## config.mk

```make
export PLATFORM = sky130hd
export DESIGN_NAME = lnds_ctrl
export DESIGN_NICKNAME = d
export VERILOG_FILES = /design/src/lnds_pkg.sv /design/src/lnds_ctrl.sv
export SDC_FILE = /design/constraint.sdc
export NUM_CORES = 1
export LEC_CHECK = 0
export BUFFER_PORTS_ARGS = -buffer_cell sky130_fd_sc_hd__buf_2
export CORE_ASPECT_RATIO = 0.8
export CORE_MARGIN = 1
export CORE_UTILIZATION = 47
export DETAILED_ROUTE_END_ITERATION = 8
export PLACE_DENSITY = 0.7
export SLEW_MARGIN = 20
export SYNTH_ARGS = -nofsm -noshare
export SYNTH_HDL_FRONTEND = slang
export SYNTH_SLANG_ARGS = --single-unit
```

## constraint.sdc

```tcl
create_clock -name clk -period 4.4 [get_ports clk]
set_input_delay 0.66 -clock clk [delete_from_list [all_inputs] [get_ports clk]]
set_output_delay 0.66 -clock clk [all_outputs]
set_load 0.01 [all_outputs]
```

## src/lnds_pkg.sv

```systemverilog
// Shared types and constants for the longest non-decreasing subsequence unit.
package lnds_pkg;

  localparam int VALUE_W       = 11;
  localparam int LEN_W         = 16;
  localparam int EPOCH_W       = 8;
  localparam int VALUE_MAX_DEF = 1024;

  localparam logic [LEN_W-1:0] LEN_CAP = {LEN_W{1'b1}};

  // Input item
  typedef struct packed {
    logic [VALUE_W-1:0] value;
    logic               start_req;
  } in_t;

  // Result item
  typedef struct packed {
    logic [LEN_W-1:0] ending_length;
    logic [LEN_W-1:0] best_length;
  } out_t;

  // Tree entry: stored length tagged with the sequence epoch that wrote it
  typedef struct packed {
    logic [EPOCH_W-1:0] tag;
    logic [LEN_W-1:0]   len;
  } entry_t;

  // Sequencer states
  typedef enum logic [2:0] {
    S_CLR,
    S_IDLE,
    S_QUERY,
    S_LEN,
    S_UPD,
    S_OUT
  } state_t;

endpackage

```

## src/lnds_ctrl.sv

```systemverilog
// Sequencer: epoch handling, prefix-max query walk and update walk over the tree.
module lnds_ctrl #(
  parameter int VALUE_MAX = lnds_pkg::VALUE_MAX_DEF,
  parameter int AW        = $clog2(VALUE_MAX)
) (
  input  logic              clk,
  input  logic              rst,
  // input side
  input  logic              in_valid,
  output logic              in_stall,
  input  lnds_pkg::in_t     in_data,
  // result towards output register
  output logic              res_valid,
  input  logic              res_ready,
  output lnds_pkg::out_t    res_data,
  // tree memory
  output logic              mem_rd_en,
  output logic [AW-1:0]     mem_rd_addr,
  input  lnds_pkg::entry_t  mem_rd_data,
  output logic              mem_wr_en,
  output logic [AW-1:0]     mem_wr_addr,
  output lnds_pkg::entry_t  mem_wr_data
);
  import lnds_pkg::*;

  localparam int IW = $clog2(VALUE_MAX + 1);
  localparam int UW = IW + 1;
  localparam int CW = (IW > VALUE_W) ? IW : VALUE_W;

  localparam logic [CW-1:0] VMAX_C  = CW'(VALUE_MAX);
  localparam logic [IW-1:0] VMAX_I  = IW'(VALUE_MAX);
  localparam logic [UW-1:0] VMAX_U  = UW'(VALUE_MAX);
  localparam logic [AW-1:0] LAST_A  = AW'(VALUE_MAX - 1);

  state_t             state, state_next;
  logic [EPOCH_W-1:0] epoch, epoch_next;
  logic [LEN_W-1:0]   best, best_next;
  logic [LEN_W-1:0]   acc, acc_next;
  logic [LEN_W-1:0]   len, len_next;
  logic [IW-1:0]      idx, idx_next;
  logic [IW-1:0]      qidx, qidx_next;
  logic [UW-1:0]      uidx, uidx_next;
  logic               pend, pend_next;
  logic [AW-1:0]      pend_addr, pend_addr_next;
  logic [AW-1:0]      clr_addr, clr_addr_next;
  logic               clr_query, clr_query_next;

  logic [CW-1:0]      val_c;
  logic [IW-1:0]      idx_in;
  logic [LEN_W-1:0]   stored;
  logic [LEN_W-1:0]   len_c;
  logic               upd_active;

  // Clamp the incoming value to the tree size
  assign val_c  = CW'(in_data.value);
  assign idx_in = (val_c > VMAX_C) ? VMAX_I : IW'(val_c);

  // An entry written in an older epoch reads as zero
  assign stored = (mem_rd_data.tag == epoch) ? mem_rd_data.len : '0;

  // Saturating increment of the query result
  assign len_c = (acc == LEN_CAP) ? LEN_CAP : acc + LEN_W'(1);

  assign upd_active = (uidx != '0) && (uidx <= VMAX_U);

  assign in_stall  = (state != S_IDLE);
  assign res_valid = (state == S_OUT);
  assign res_data  = '{ending_length: len, best_length: best};

  // Next state, walk steps and memory controls
  always_comb begin
    state_next     = state;
    epoch_next     = epoch;
    best_next      = best;
    acc_next       = acc;
    len_next       = len;
    idx_next       = idx;
    qidx_next      = qidx;
    uidx_next      = uidx;
    pend_next      = 1'b0;
    pend_addr_next = pend_addr;
    clr_addr_next  = clr_addr;
    clr_query_next = clr_query;
    mem_rd_en      = 1'b0;
    mem_rd_addr    = '0;
    mem_wr_en      = 1'b0;
    mem_wr_addr    = clr_addr;
    mem_wr_data    = '0;

    unique case (state)
      S_CLR: begin
        mem_wr_en     = 1'b1;
        clr_addr_next = clr_addr + AW'(1);
        if (clr_addr == LAST_A) begin
          state_next = clr_query ? S_QUERY : S_IDLE;
        end
      end

      S_IDLE: begin
        if (in_valid) begin
          idx_next  = idx_in;
          qidx_next = idx_in;
          acc_next  = '0;
          if (in_data.start_req) begin
            best_next  = '0;
            epoch_next = epoch + EPOCH_W'(1);
          end
          // Epoch wrap: old tags would alias, so sweep the tree first
          if (in_data.start_req && (epoch_next == '0)) begin
            clr_addr_next  = '0;
            clr_query_next = 1'b1;
            state_next     = S_CLR;
          end else begin
            state_next = S_QUERY;
          end
        end
      end

      S_QUERY: begin
        // Addresses do not depend on data: one read per cycle
        if (qidx != '0) begin
          mem_rd_en   = 1'b1;
          mem_rd_addr = AW'(qidx - IW'(1));
          qidx_next   = qidx - (qidx & (~qidx + IW'(1)));
          pend_next   = 1'b1;
        end else begin
          state_next = S_LEN;
        end
        if (pend && (stored > acc)) begin
          acc_next = stored;
        end
      end

      S_LEN: begin
        len_next   = len_c;
        best_next  = (len_c > best) ? len_c : best;
        uidx_next  = UW'(idx);
        state_next = S_UPD;
      end

      S_UPD: begin
        // Read ahead on the update path, write back in the following cycle
        if (upd_active) begin
          mem_rd_en      = 1'b1;
          mem_rd_addr    = AW'(uidx - UW'(1));
          pend_next      = 1'b1;
          pend_addr_next = AW'(uidx - UW'(1));
          uidx_next      = uidx + (uidx & (~uidx + UW'(1)));
        end else begin
          state_next = S_OUT;
        end
        if (pend && (stored < len)) begin
          mem_wr_en   = 1'b1;
          mem_wr_addr = pend_addr;
          mem_wr_data = '{tag: epoch, len: len};
        end
      end

      S_OUT: begin
        if (res_ready) begin
          state_next = S_IDLE;
        end
      end

      default: begin
        state_next = S_IDLE;
      end
    endcase
  end

  // Control registers
  always_ff @(posedge clk) begin
    if (rst) begin
      state     <= S_CLR;
      epoch     <= '0;
      best      <= '0;
      pend      <= 1'b0;
      clr_addr  <= '0;
      clr_query <= 1'b0;
    end else begin
      state     <= state_next;
      epoch     <= epoch_next;
      best      <= best_next;
      pend      <= pend_next;
      clr_addr  <= clr_addr_next;
      clr_query <= clr_query_next;
    end
  end

  // Datapath registers
  always_ff @(posedge clk) begin
    acc       <= acc_next;
    len       <= len_next;
    idx       <= idx_next;
    qidx      <= qidx_next;
    uidx      <= uidx_next;
    pend_addr <= pend_addr_next;
  end

  // Write-back never targets the entry being read ahead
  assert property (@(posedge clk) disable iff (rst)
    (mem_wr_en && mem_rd_en) |-> (mem_wr_addr != mem_rd_addr))
    else $error("tree read and write hit the same entry");

  // A finished result is at least one and never above the running best
  assert property (@(posedge clk) disable iff (rst)
    res_valid |-> ((len != '0) && (best >= len)))
    else $error("result lengths inconsistent");

  // No read left in flight once the update walk ends
  assert property (@(posedge clk) disable iff (rst)
    (state == S_OUT) |-> !pend)
    else $error("pending read at result");

  // The query walk always hands over to the length step
  assert property (@(posedge clk) disable iff (rst)
    ((state == S_QUERY) && (qidx == '0)) |=> (state == S_LEN))
    else $error("query walk did not finish");

endmodule
```

# == Word-level counts from Yosys, hierarchy flattened ==
# Cells that the tools add are included.
# totals
register_bits,115
in_bits,40
out_inout_bits,80
word_cells,112
# classes
addsub,9
order_cmp,5
n_eq_ne,20
muxes,41
bitwise,4
n_reduce_logical,21
# ops
operator,count
2-to-1 mux 16 bit,7
case mux 16 bit (2 select lines),2
2-to-1 mux 10 bit,6
2-to-1 mux 24 bit,2
case mux 10 bit (2 select lines),2
2-to-1 mux 11 bit,3
greater-than comparator 16 bit,2
2-to-1 mux 8 bit,3
case mux 12 bit (2 select lines),1
case mux 11 bit (2 select lines),1
"inequality test 2 bit, second input constant",10
"subtractor 10 x 1 -> 10 bit, second input constant",2
case mux 3 bit (6 select lines),1
"adder 16 x 1 -> 16 bit, second input constant",1
"equality test 16 bit, second input constant",1
< comparator 16 bit,1
2-to-1 mux 3 bit,5
"adder 12 x 1 -> 12 bit, second input constant",1
adder 12 bit,1
AND 12 bit,1
"<= comparator 12 x 11 -> 1 bit, second input constant",1
2-to-1 mux 12 bit,1
inverter 12 bit,1
AND reduction 3 bit,4
other kinds (26),40

# == Logic depth before layout (Yosys ltp) ==
# Gate-level depths: netlist of the first run.
# logic_depth
depth_word,9
mapped_depth,16
ltp_nobuf,13

# == Worst setup path before layout of the first run ==
# Ideal clock, no wire load.
# synth_timing
kind,input -> output
from,in mem_rd_data[18] in the netlist's numbering
to,out mem_wr_addr[3]
arrival_ps,3907
t_required_ps,3740
slack_ps,-167
stages,12
path_buffers,2
cell_sequence,xor2_1 > nor4_2 > clkbuf_1 > and3_1 > ha_1 > and3_1 > a221o_1 > a221oi_1 > o311ai_1 > a21oi_1 > buf_2 > mux2_1
# synth_between
elab_chain_cells,6
# synth_rtl
element,line_no,rtl
"start, declared",lnds_ctrl.sv:19,"input lnds_pkg::entry_t mem_rd_data,"
equality test 8 bit,lnds_ctrl.sv:59,assign stored = (mem_rd_data.tag == epoch) ? mem_rd_data.len : '0;
2-to-1 mux 16 bit,lnds_ctrl.sv:59,
net stored[6],lnds_ctrl.sv:50,logic [LEN_W-1:0] stored;
< comparator 16 bit,lnds_ctrl.sv:152,if (pend && (stored < len)) begin
logical AND 1 bit,lnds_ctrl.sv:152,
2-to-1 mux 10 bit,lnds_ctrl.sv:152,
2-to-1 mux 10 bit,lnds_ctrl.sv:90,unique case (state)
"end, declared",lnds_ctrl.sv:21,"output logic [AW-1:0] mem_wr_addr,"
# The timed path passes the listed nets, and every way through them passes these cells.

# == Worst setup path after layout of the first run ==
# layout_timing
from,reg epoch[2]
to,out mem_wr_addr[2]
# layout_between
elab_chain_cells,6
# layout_rtl
element,line_no,rtl
"start, declared",lnds_ctrl.sv:36,"logic [EPOCH_W-1:0] epoch, epoch_next;"
"start signal, assigned",lnds_ctrl.sv:182,epoch <= epoch_next;
equality test 8 bit,lnds_ctrl.sv:59,
2-to-1 mux 16 bit,lnds_ctrl.sv:59,
net stored[4],lnds_ctrl.sv:50,
< comparator 16 bit,lnds_ctrl.sv:152,
logical AND 1 bit,lnds_ctrl.sv:152,
2-to-1 mux 10 bit,lnds_ctrl.sv:152,
2-to-1 mux 10 bit,lnds_ctrl.sv:90,
# The timed path passes the listed nets, and every way through them passes these cells.

==> results.py, run 1 <==
metrics = {
    "outcome": {
        "status": "finished with violations",
        "failed_checks": "negative setup slack",
    },
    "yosys": {
        "yosysWarnings": 0,
        "avgSynthCellArea_um2": 9.237,
        "synth-seq-area-share_pct": 38.47,
        "synth_seq_cells": 115,
        "synth-edff-count": 76,
        "synthCells": 862,
        "synthArstFlopShare_pct": 0,
        "synth.distinct_cells": 69,
        "syn_nets": 962,
        "netlist_area_mm2": 0.007963,
        "synthFlopType": "edfxtp_1",
    },
    "cts": {
        "cts_tree": "built",
        "clk_pin_slew_ps": 60,
        "ctsLongestPathBuffers": 2,
        "cts_sinks": 115,
        "cts_buffers": 17,
        "htreeDepth": 4,
        "root_buffer": "clkbuf_16",
        "clk_latency_ps": 430,
    },
    "global_route": {
        "grt_pass1_wl_um": 33580,
        "grtUsageTotal_pct": 25.08,
        "grt_pass1_vias": 6258,
        "grt_max_degree": 48,
        "gr-total-overflow": 0,
        "grt_antenna_before_repair": 0,
    },
    "pwr": {
        "p_int_uw": 2125,
        "p_seq_share_pct": 42.9,
        "clockPowerShare_pct": 54.0,
        "comb_power_share_pct": 3.1,
        "p_sw_uw": 547.1,
        "powerDensity_mw_per_mm2": 268.6,
        "ir_worst_vdd_mv": 0.2707,
        "p_sw_share_pct": 20.48,
        "p_leak_uw": 0.004218,
    },
    "sta": {
        "fin_ws_ps": -39.10,
        "worst_pin_slew_ps": 1020,
        "slew_headroom_pct": 31.96,
        "rsz0062_at_grt": "true",
        "skew_ps": 11.48,
        "fin_crit_ps": 4439,
        "whs_ps": 465.6,
        "drv_slew": 0,
        "final-hold-violation-count": 0,
        "fin_crit_sh_pct": 100.9,
        "fmaxAchievable_mhz": 225.3,
        "setup_violations": 6,
    },
    "setup_path": {
        "reg2regPathDepth": 12,
        "r2r_end": "best[12]$_SDFFE_PP0P_",
        "critPathMaxFanout": 6,
        "crit_chain": "xor2_2 -> nor4_4 -> buf_6 -> and3_4 -> ha_4 -> and3_4 -> a221o_1 -> a221oi_2 -> o311ai_4 -> a21oi_4 -> buf_6 -> buf_12 -> mux2_4 -> buf_6",
        "critPathBufInv": 4,
        "critical-path-max-stage-delay_ps": 360,
        "r2r_slack_ps": 520,
        "path_class": "reg2out",
        "r2r-start": "acc[0]$_SDFFCE_PP0P_",
        "critPathRequiredTime_ps": 3740,
        "worstSetupEndpointType": "output port",
        "crit_arrival_ps": 3780,
        "cpLargestDelayFamily": "compound AO/OA/AOI/OAI gates",
        "cpMaxStageDelayCell": "nor4_4",
        "critPathLaunchType": "flip-flop",
        "cpMostUsedCell": "buf_6",
    },
    "finish": {
        "final_cell_mix": "106 x buf_2, 82 x nand2_1, 76 x edfxtp_1, 68 x inv_1, 57 x ha_1",
        "fin_nets": 1094,
        "antenna_cells": 0,
        "area_growth_pct": 24.91,
        "final-seq-area_mm2": 0.003072,
        "drive_gt1_share_pct": 24.73,
        "fin_area_mm2": 0.009946,
        "multi_input_area_mm2": 0.004698,
        "final_common_cell": "buf_2",
        "fillers": 1447,
    },
    "drt": {
        "drt_iter0_markers": 571,
        "vias": 6887,
        "drt_first_pass_iters": 5,
        "vias_per_cell": 5.613,
        "wl_per_cell_um": 17.28,
        "drcViolationCount": 0,
        "totalWireLength_um": 21210,
        "ant_nets": 0,
    },
    "place": {
        "place_area_mm2": 0.008929,
        "place_hpwl_um": 15680,
        "place_congestion": 0.9701,
        "io_buffers": 119,
    },
    "floorplan": {
        "design.core.area_mm2": 0.01655,
        "rows": 42,
        "die_h_um": 118.4,
        "die_w_um": 147.5,
        "dieArea_mm2": 0.01747,
        "ioPinCount": 120,
        "initial_core_util_pct": 48.10,
    },
    "hold_path": {
        "worstHoldStart": "best[4]$_SDFFE_PP0P_",
        "hold_end": "best[4]$_SDFFE_PP0P_",
        "min_path_type": "reg2reg",
        "hold_depth": 2,
    },
    "run": {
        "max_cap_viol_count": 0,
    },
}
==> through the flow <==
stage	cells	power [µW]	TNS [ps]	setup slack (ps)	util, %
floorplan	862	1207	0	33.05	-
global placement	1186	1242	-6.903	-6.903	53.94
detailed placement	1186	1242	-1790	-158.9	53.94
CTS	1226	2686	-456.4	-61.09	59.72
global route	1227	2746	-3542	-187.2	60.08
finish	1227	2672	-128.1	-39.10	60.08
==> layer usage <==
layer / vias to the layer above / track usage, % / routed length, µm
met5: - / 0 / 0
met4: 0 / 9.601 / 432
met3: 33 / 4.517 / 1525
met2: 250 / 34.55 / 8750
met1: 3235 / 38.32 / 10500
li1: 3369 / - / -
==> repair_timing <==
item / 4_1_cts / 5_1_grt
hold buffers: 0 / 0
setup buffers: 6 / 3
endpoints found under the setup margin: 34 / 34
pin swaps: 11 / 5
resized for setup: 54 / 20
gates cloned: 2 / 0
==> power groups by stage <==
stage / clock (µW) / sequential [µW] / combinational [µW]
after floorplan: 0 / 1170 / 38.3
after global placement: 0 / 1170 / 71.3
after detailed placement: 0 / 1170 / 72.3
after CTS: 1460 / 1150 / 81.0
after global routing: 1510 / 1150 / 90.2
final: 1440 / 1150 / 82.6
==> worst max path at each step <==
stage                          startpoint             end  slack (ps)  cells past startpoint
global route        epoch[2]$_SDFFE_PP0P_  mem_wr_addr[2]        -190                     14
global placement          mem_rd_data[18]  mem_wr_addr[2]          -7                     14
floorplan                 mem_rd_data[18]  mem_wr_addr[3]          30                     12
finish              epoch[2]$_SDFFE_PP0P_  mem_wr_addr[2]         -40                     14
CTS                 epoch[0]$_SDFFE_PP0P_  mem_wr_addr[2]         -60                     14
detailed placement        mem_rd_data[18]  mem_wr_addr[2]        -160                     14
==> synth_stat cells (3+ instances only) <==
| cell type | count | area, µm² |
|---|---|---|
| clkbuf_1 | 41 | 153.9 |
| a211oi_1 | 8 | 60.06 |
| a221oi_1 | 4 | 35.03 |
| nor4_1 | 4 | 25.02 |
| o31ai_1 | 6 | 45.04 |
| nor3_1 | 12 | 60.06 |
| and2_1 | 43 | 269.0 |
| o21ai_0 | 30 | 150.1 |
| a31oi_1 | 3 | 18.77 |
| o21ai_1 | 3 | 15.01 |
| a21oi_1 | 40 | 200.2 |
| inv_1 | 68 | 255.2 |
| nand3b_1 | 9 | 67.56 |
| nand4_1 | 17 | 106.4 |
| nand2b_1 | 14 | 87.58 |
| o31a_1 | 5 | 43.79 |
| nor2b_1 | 15 | 93.84 |
| mux2_1 | 6 | 67.56 |
| mux2i_1 | 26 | 260.3 |
| o2bb2ai_1 | 6 | 52.55 |
| xor2_1 | 19 | 166.4 |
| dfxtp_1 | 39 | 780.8 |
| nor2_1 | 36 | 135.1 |
| o2111ai_1 | 3 | 26.28 |
| edfxtp_1 | 76 | 2282 |
| nand2_1 | 82 | 307.8 |
| nand3_1 | 25 | 125.1 |
| buf_2 | 5 | 25.02 |
| xnor2_1 | 30 | 262.8 |
| a21o_1 | 20 | 150.1 |
| and3_1 | 22 | 137.6 |
| or3_1 | 10 | 62.56 |
| o311ai_0 | 3 | 26.28 |
| o22ai_1 | 6 | 37.54 |
| or2_2 | 4 | 25.02 |
| a2111oi_0 | 5 | 43.79 |
| ha_1 | 60 | 750.7 |
| or3b_1 | 8 | 70.07 |
| mux2_2 | 10 | 112.6 |
==> state kept, by name (all words and copies together), names as in the netlist, 3 cells and up <==
register   count
epoch          8
best          16
idx           11
state          3
pend_addr     10
len           16
uidx          12
qidx          11
acc           16
clr_addr      10
==> area by class of cell <==
| class | instances | share of cell area, % |
|---|---|---|
| inverter | 69 | 2.604 |
| clock inverter | 8 | 0.9435 |
| tap | 220 | 2.768 |
| timing repair buffer | 159 | 10.29 |
| clock buffer | 24 | 5.271 |
| sequential | 115 | 30.88 |
| multi-input combinational | 632 | 47.24 |
==> worst min-delay path, stage by stage, from the launching register on <==
cell and delay [ps]:
dfxtp_1 320, nand2_1 50, mux2i_1 50
==> cell families after synthesis <==
kind of cell,after synthesis,synth area share [%]
simple gates,316,21.48
compound gates,165,14.20
buf+inv,115,5.500
flops,115,38.47
fa+ha+maj,60,9.428
xor+xnor,49,5.390
mux,42,5.531
(Power assumes the default switching activity.)
==> run 2: changes to the inputs <==
--- a/config.mk
+++ b/config.mk
@@ -5,7 +5,9 @@
 export SDC_FILE = /design/constraint.sdc
 export NUM_CORES = 1
 export LEC_CHECK = 0
+export ABC_AREA = 1
 export BUFFER_PORTS_ARGS = -buffer_cell sky130_fd_sc_hd__buf_2
+export CAP_MARGIN = 20
 export CORE_ASPECT_RATIO = 0.8
 export CORE_MARGIN = 1
 export CORE_UTILIZATION = 47
==> results.py, run 2 <==
metrics = {
    "outcome": {
        "status": "complete, no violations",
    },
    "sta": {
        "fmaxAchievable_mhz": 247.5,
        "slew_headroom_pct": 37.17,
        "fin_tns_setup_ps": 0,
        "fin_crit_sh_pct": 91.84,
        "setup_violations": 0,
        "skew_ps": 4.994,
        "worst_pin_slew_ps": 941.4,
        "rsz0062_at_grt": "false",
        "whs_ps": 467.4,
        "drv_slew": 0,
        "fin_crit_ps": 4041,
        "final-hold-violation-count": 0,
    },
    "pwr": {
        "finalPower_uw": 4349,
        "ir_worst_vdd_mv": 0.3067,
        "p_seq_share_pct": 34.6,
        "powerDensity_mw_per_mm2": 459.8,
        "p_sw_uw": 1612,
        "p_leak_uw": 0.004547,
        "clockPowerShare_pct": 33.8,
        "p_int_uw": 2737,
        "p_sw_share_pct": 37.06,
        "comb_power_share_pct": 31.5,
    },
    "drt": {
        "vias_per_cell": 5.202,
        "highest_layer": "met4",
        "totalWireLength_um": 21700,
        "ant_nets": 0,
        "vias": 7553,
        "drt_first_pass_iters": 5,
        "wl_met2_um": 8771,
        "drt_iter0_markers": 616,
        "drcViolationCount": 0,
        "wl_per_cell_um": 14.94,
        "met1_length_um": 10950,
        "wl_met3_um": 1647,
    },
    "cts": {
        "cts_sinks": 115,
        "clk_latency_ps": 420,
        "postCtsSetupRepairBufs": 0,
        "hold_buffers": 0,
        "clk_pin_slew_ps": 60,
        "root_buffer": "clkbuf_16",
        "cts_tree": "built",
        "cts_buffers": 17,
        "ctsLongestPathBuffers": 2,
        "htreeDepth": 4,
    },
    "setup_path": {
        "path_class": "reg2out",
        "cpMostUsedCell": "nand2_1",
        "critPathMaxFanout": 28,
        "cpMaxStageDelayCell": "dfxtp_1",
        "worstSetupEndpointType": "output port",
        "crit_chain": "inv_1 -> nand2_1 -> nand2_1 -> nor2_1 -> nand2_1 -> nor2_4 -> inv_4 -> nor2_1 -> ha_1 -> a21oi_1 -> nor2_1 -> a211oi_1 -> o21ai_0 -> a31oi_2 -> nand3_4 -> buf_4 -> nand2_1 -> nand2_1 -> buf_2",
        "reg2regPathDepth": 19,
        "critPathBufInv": 4,
        "critical-path-max-stage-delay_ps": 380,
        "cp-endpoint": "mem_wr_addr[9]",
        "crit_arrival_ps": 3380,
        "critPathLaunchType": "flip-flop",
        "path_depth": 19,
        "critPathLaunch": "epoch[5]$_SDFFE_PP0P_",
        "r2r-start": "acc[0]$_SDFFCE_PP0P_",
        "critPathRequiredTime_ps": 3740,
        "cpLargestDelayFamily": "simple AND/OR/NAND/NOR gates",
        "r2r_slack_ps": 790,
        "r2r_end": "best[6]$_SDFFE_PP0P_",
    },
    "place": {
        "io_buffers": 119,
        "dp_cells": 1420,
        "place_congestion": 0.9508,
        "place_hpwl_um": 16560,
    },
    "yosys": {
        "synth-seq-area-share_pct": 38.40,
        "synth_area_leaders": "edfxtp_1 29%, nand2_1 11%, dfxtp_1 9.8%, ha_1 9.4%, inv_1 8.8%",
        "netlist_area_mm2": 0.007976,
        "yosysTopAreaCell": "edfxtp_1",
        "synthCells": 1092,
        "avgSynthCellArea_um2": 7.304,
        "synth_top_area_share_pct": 28.61,
        "syn_nets": 1192,
        "synthFlopType": "edfxtp_1",
        "synthTopCellsByCount": "235 x nand2_1, 187 x inv_1, 142 x nor2_1",
        "synth.distinct_cells": 44,
        "synthArstFlopShare_pct": 0,
        "synth-edff-count": 76,
        "yosysWarnings": 0,
        "synth.most_common_cell": "nand2_1",
        "synth_seq_cells": 115,
    },
    "floorplan": {
        "design.core.area_mm2": 0.01655,
        "die_h_um": 118.5,
        "initial_core_util_pct": 48.19,
        "rows": 42,
        "ioPinCount": 120,
        "die_w_um": 147.7,
        "dieArea_mm2": 0.01750,
    },
    "global_route": {
        "gr-total-overflow": 0,
        "grt_max_degree": 30,
        "grt_antenna_before_repair": 0,
        "grt_pass1_wl_um": 34400,
        "grtUsageTotal_pct": 25.46,
        "grt_pass1_vias": 6767,
    },
    "hold_path": {
        "min_path_type": "in2reg",
    },
    "finish": {
        "area_growth_pct": 18.59,
        "fin_cells": 1452,
        "fin_nets": 1319,
        "final_common_cell": "nand2_1",
        "final_cell_mix": "235 x nand2_1, 187 x inv_1, 142 x nor2_1, 119 x buf_2, 76 x edfxtp_1",
        "antenna_cells": 0,
        "drive_gt1_share_pct": 16.23,
        "largestRegisters": "acc (16), best (16), len (16)",
    },
    "run": {
        "max_cap_viol_count": 0,
    },
}
[run 2: kinds of logic after synthesis]
logic type,share of synthesized area (%)
fa+ha+maj,9.412
simple gates,28.64
flops,38.40
buf+inv,10.57
compound gates,10.67
xor+xnor,2.306
[run 2: what timing repair did]
action / 4_1_cts / 5_1_grt
setup endpoints to repair: 0 / 35
hold endpoints to repair: 0 / 0
gates resized for setup: 0 / 5
[run 2: power by group through the flow]
stage	clock network, µW	logic [µW]	registers (µW)
3_3_place_gp	0	1320	1520
2_1_floorplan	0	941	1490
4_1_cts	1480	1360	1500
6_report	1470	1370	1510
3_5_place_dp	0	1340	1520
5_1_grt	1530	1530	1520
[run 2: area by class of cell]
cell class	count	area, µm²
clock inverter	14	186.4
timing repair buffer	131	685.7
clock buffer	18	439.2
sequential	115	3064
multi-input combinational	761	4081
tap	220	275.3
fill	1566	7094
inverter	193	726.9
[run 2: per-stage QoR]
| step | utilization (%) | area (µm²) | setup slack [ps] |
|---|---|---|---|
| 2_1_floorplan | - | 7976 | 783.3 |
| 3_3_place_gp | 53.27 | 8818 | 478.8 |
| 3_5_place_dp | 53.27 | 8818 | 418.7 |
| 4_1_cts | 57.05 | 9444 | 224.1 |
| 5_1_grt | 57.14 | 9459 | 91.35 |
| 6_report | 57.14 | 9459 | 359.1 |
[run 2: worst min-delay path by stage]
stage / from / to / slack (ps) / cells after the start
after CTS: in_data[11] / idx[10]$_DFFE_PP_ / 460 / 1
after floorplan: clr_query$_SDFFE_PP0P_ / clr_query$_SDFFE_PP0P_ / 440 / 2
after detailed placement: clr_query$_SDFFE_PP0P_ / clr_query$_SDFFE_PP0P_ / 470 / 2
after global routing: in_data[11] / idx[10]$_DFFE_PP_ / 460 / 1
final: in_data[11] / idx[10]$_DFFE_PP_ / 470 / 1
after global placement: clr_query$_SDFFE_PP0P_ / clr_query$_SDFFE_PP0P_ / 470 / 2
[run 2: routing by layer]
metal  track usage [%]  vias to the layer above
met5                 0                        -
met4             7.088                        0
met3             5.753                       22
met2             35.17                      284
met1             39.09                     3417
li1                  -                     3830
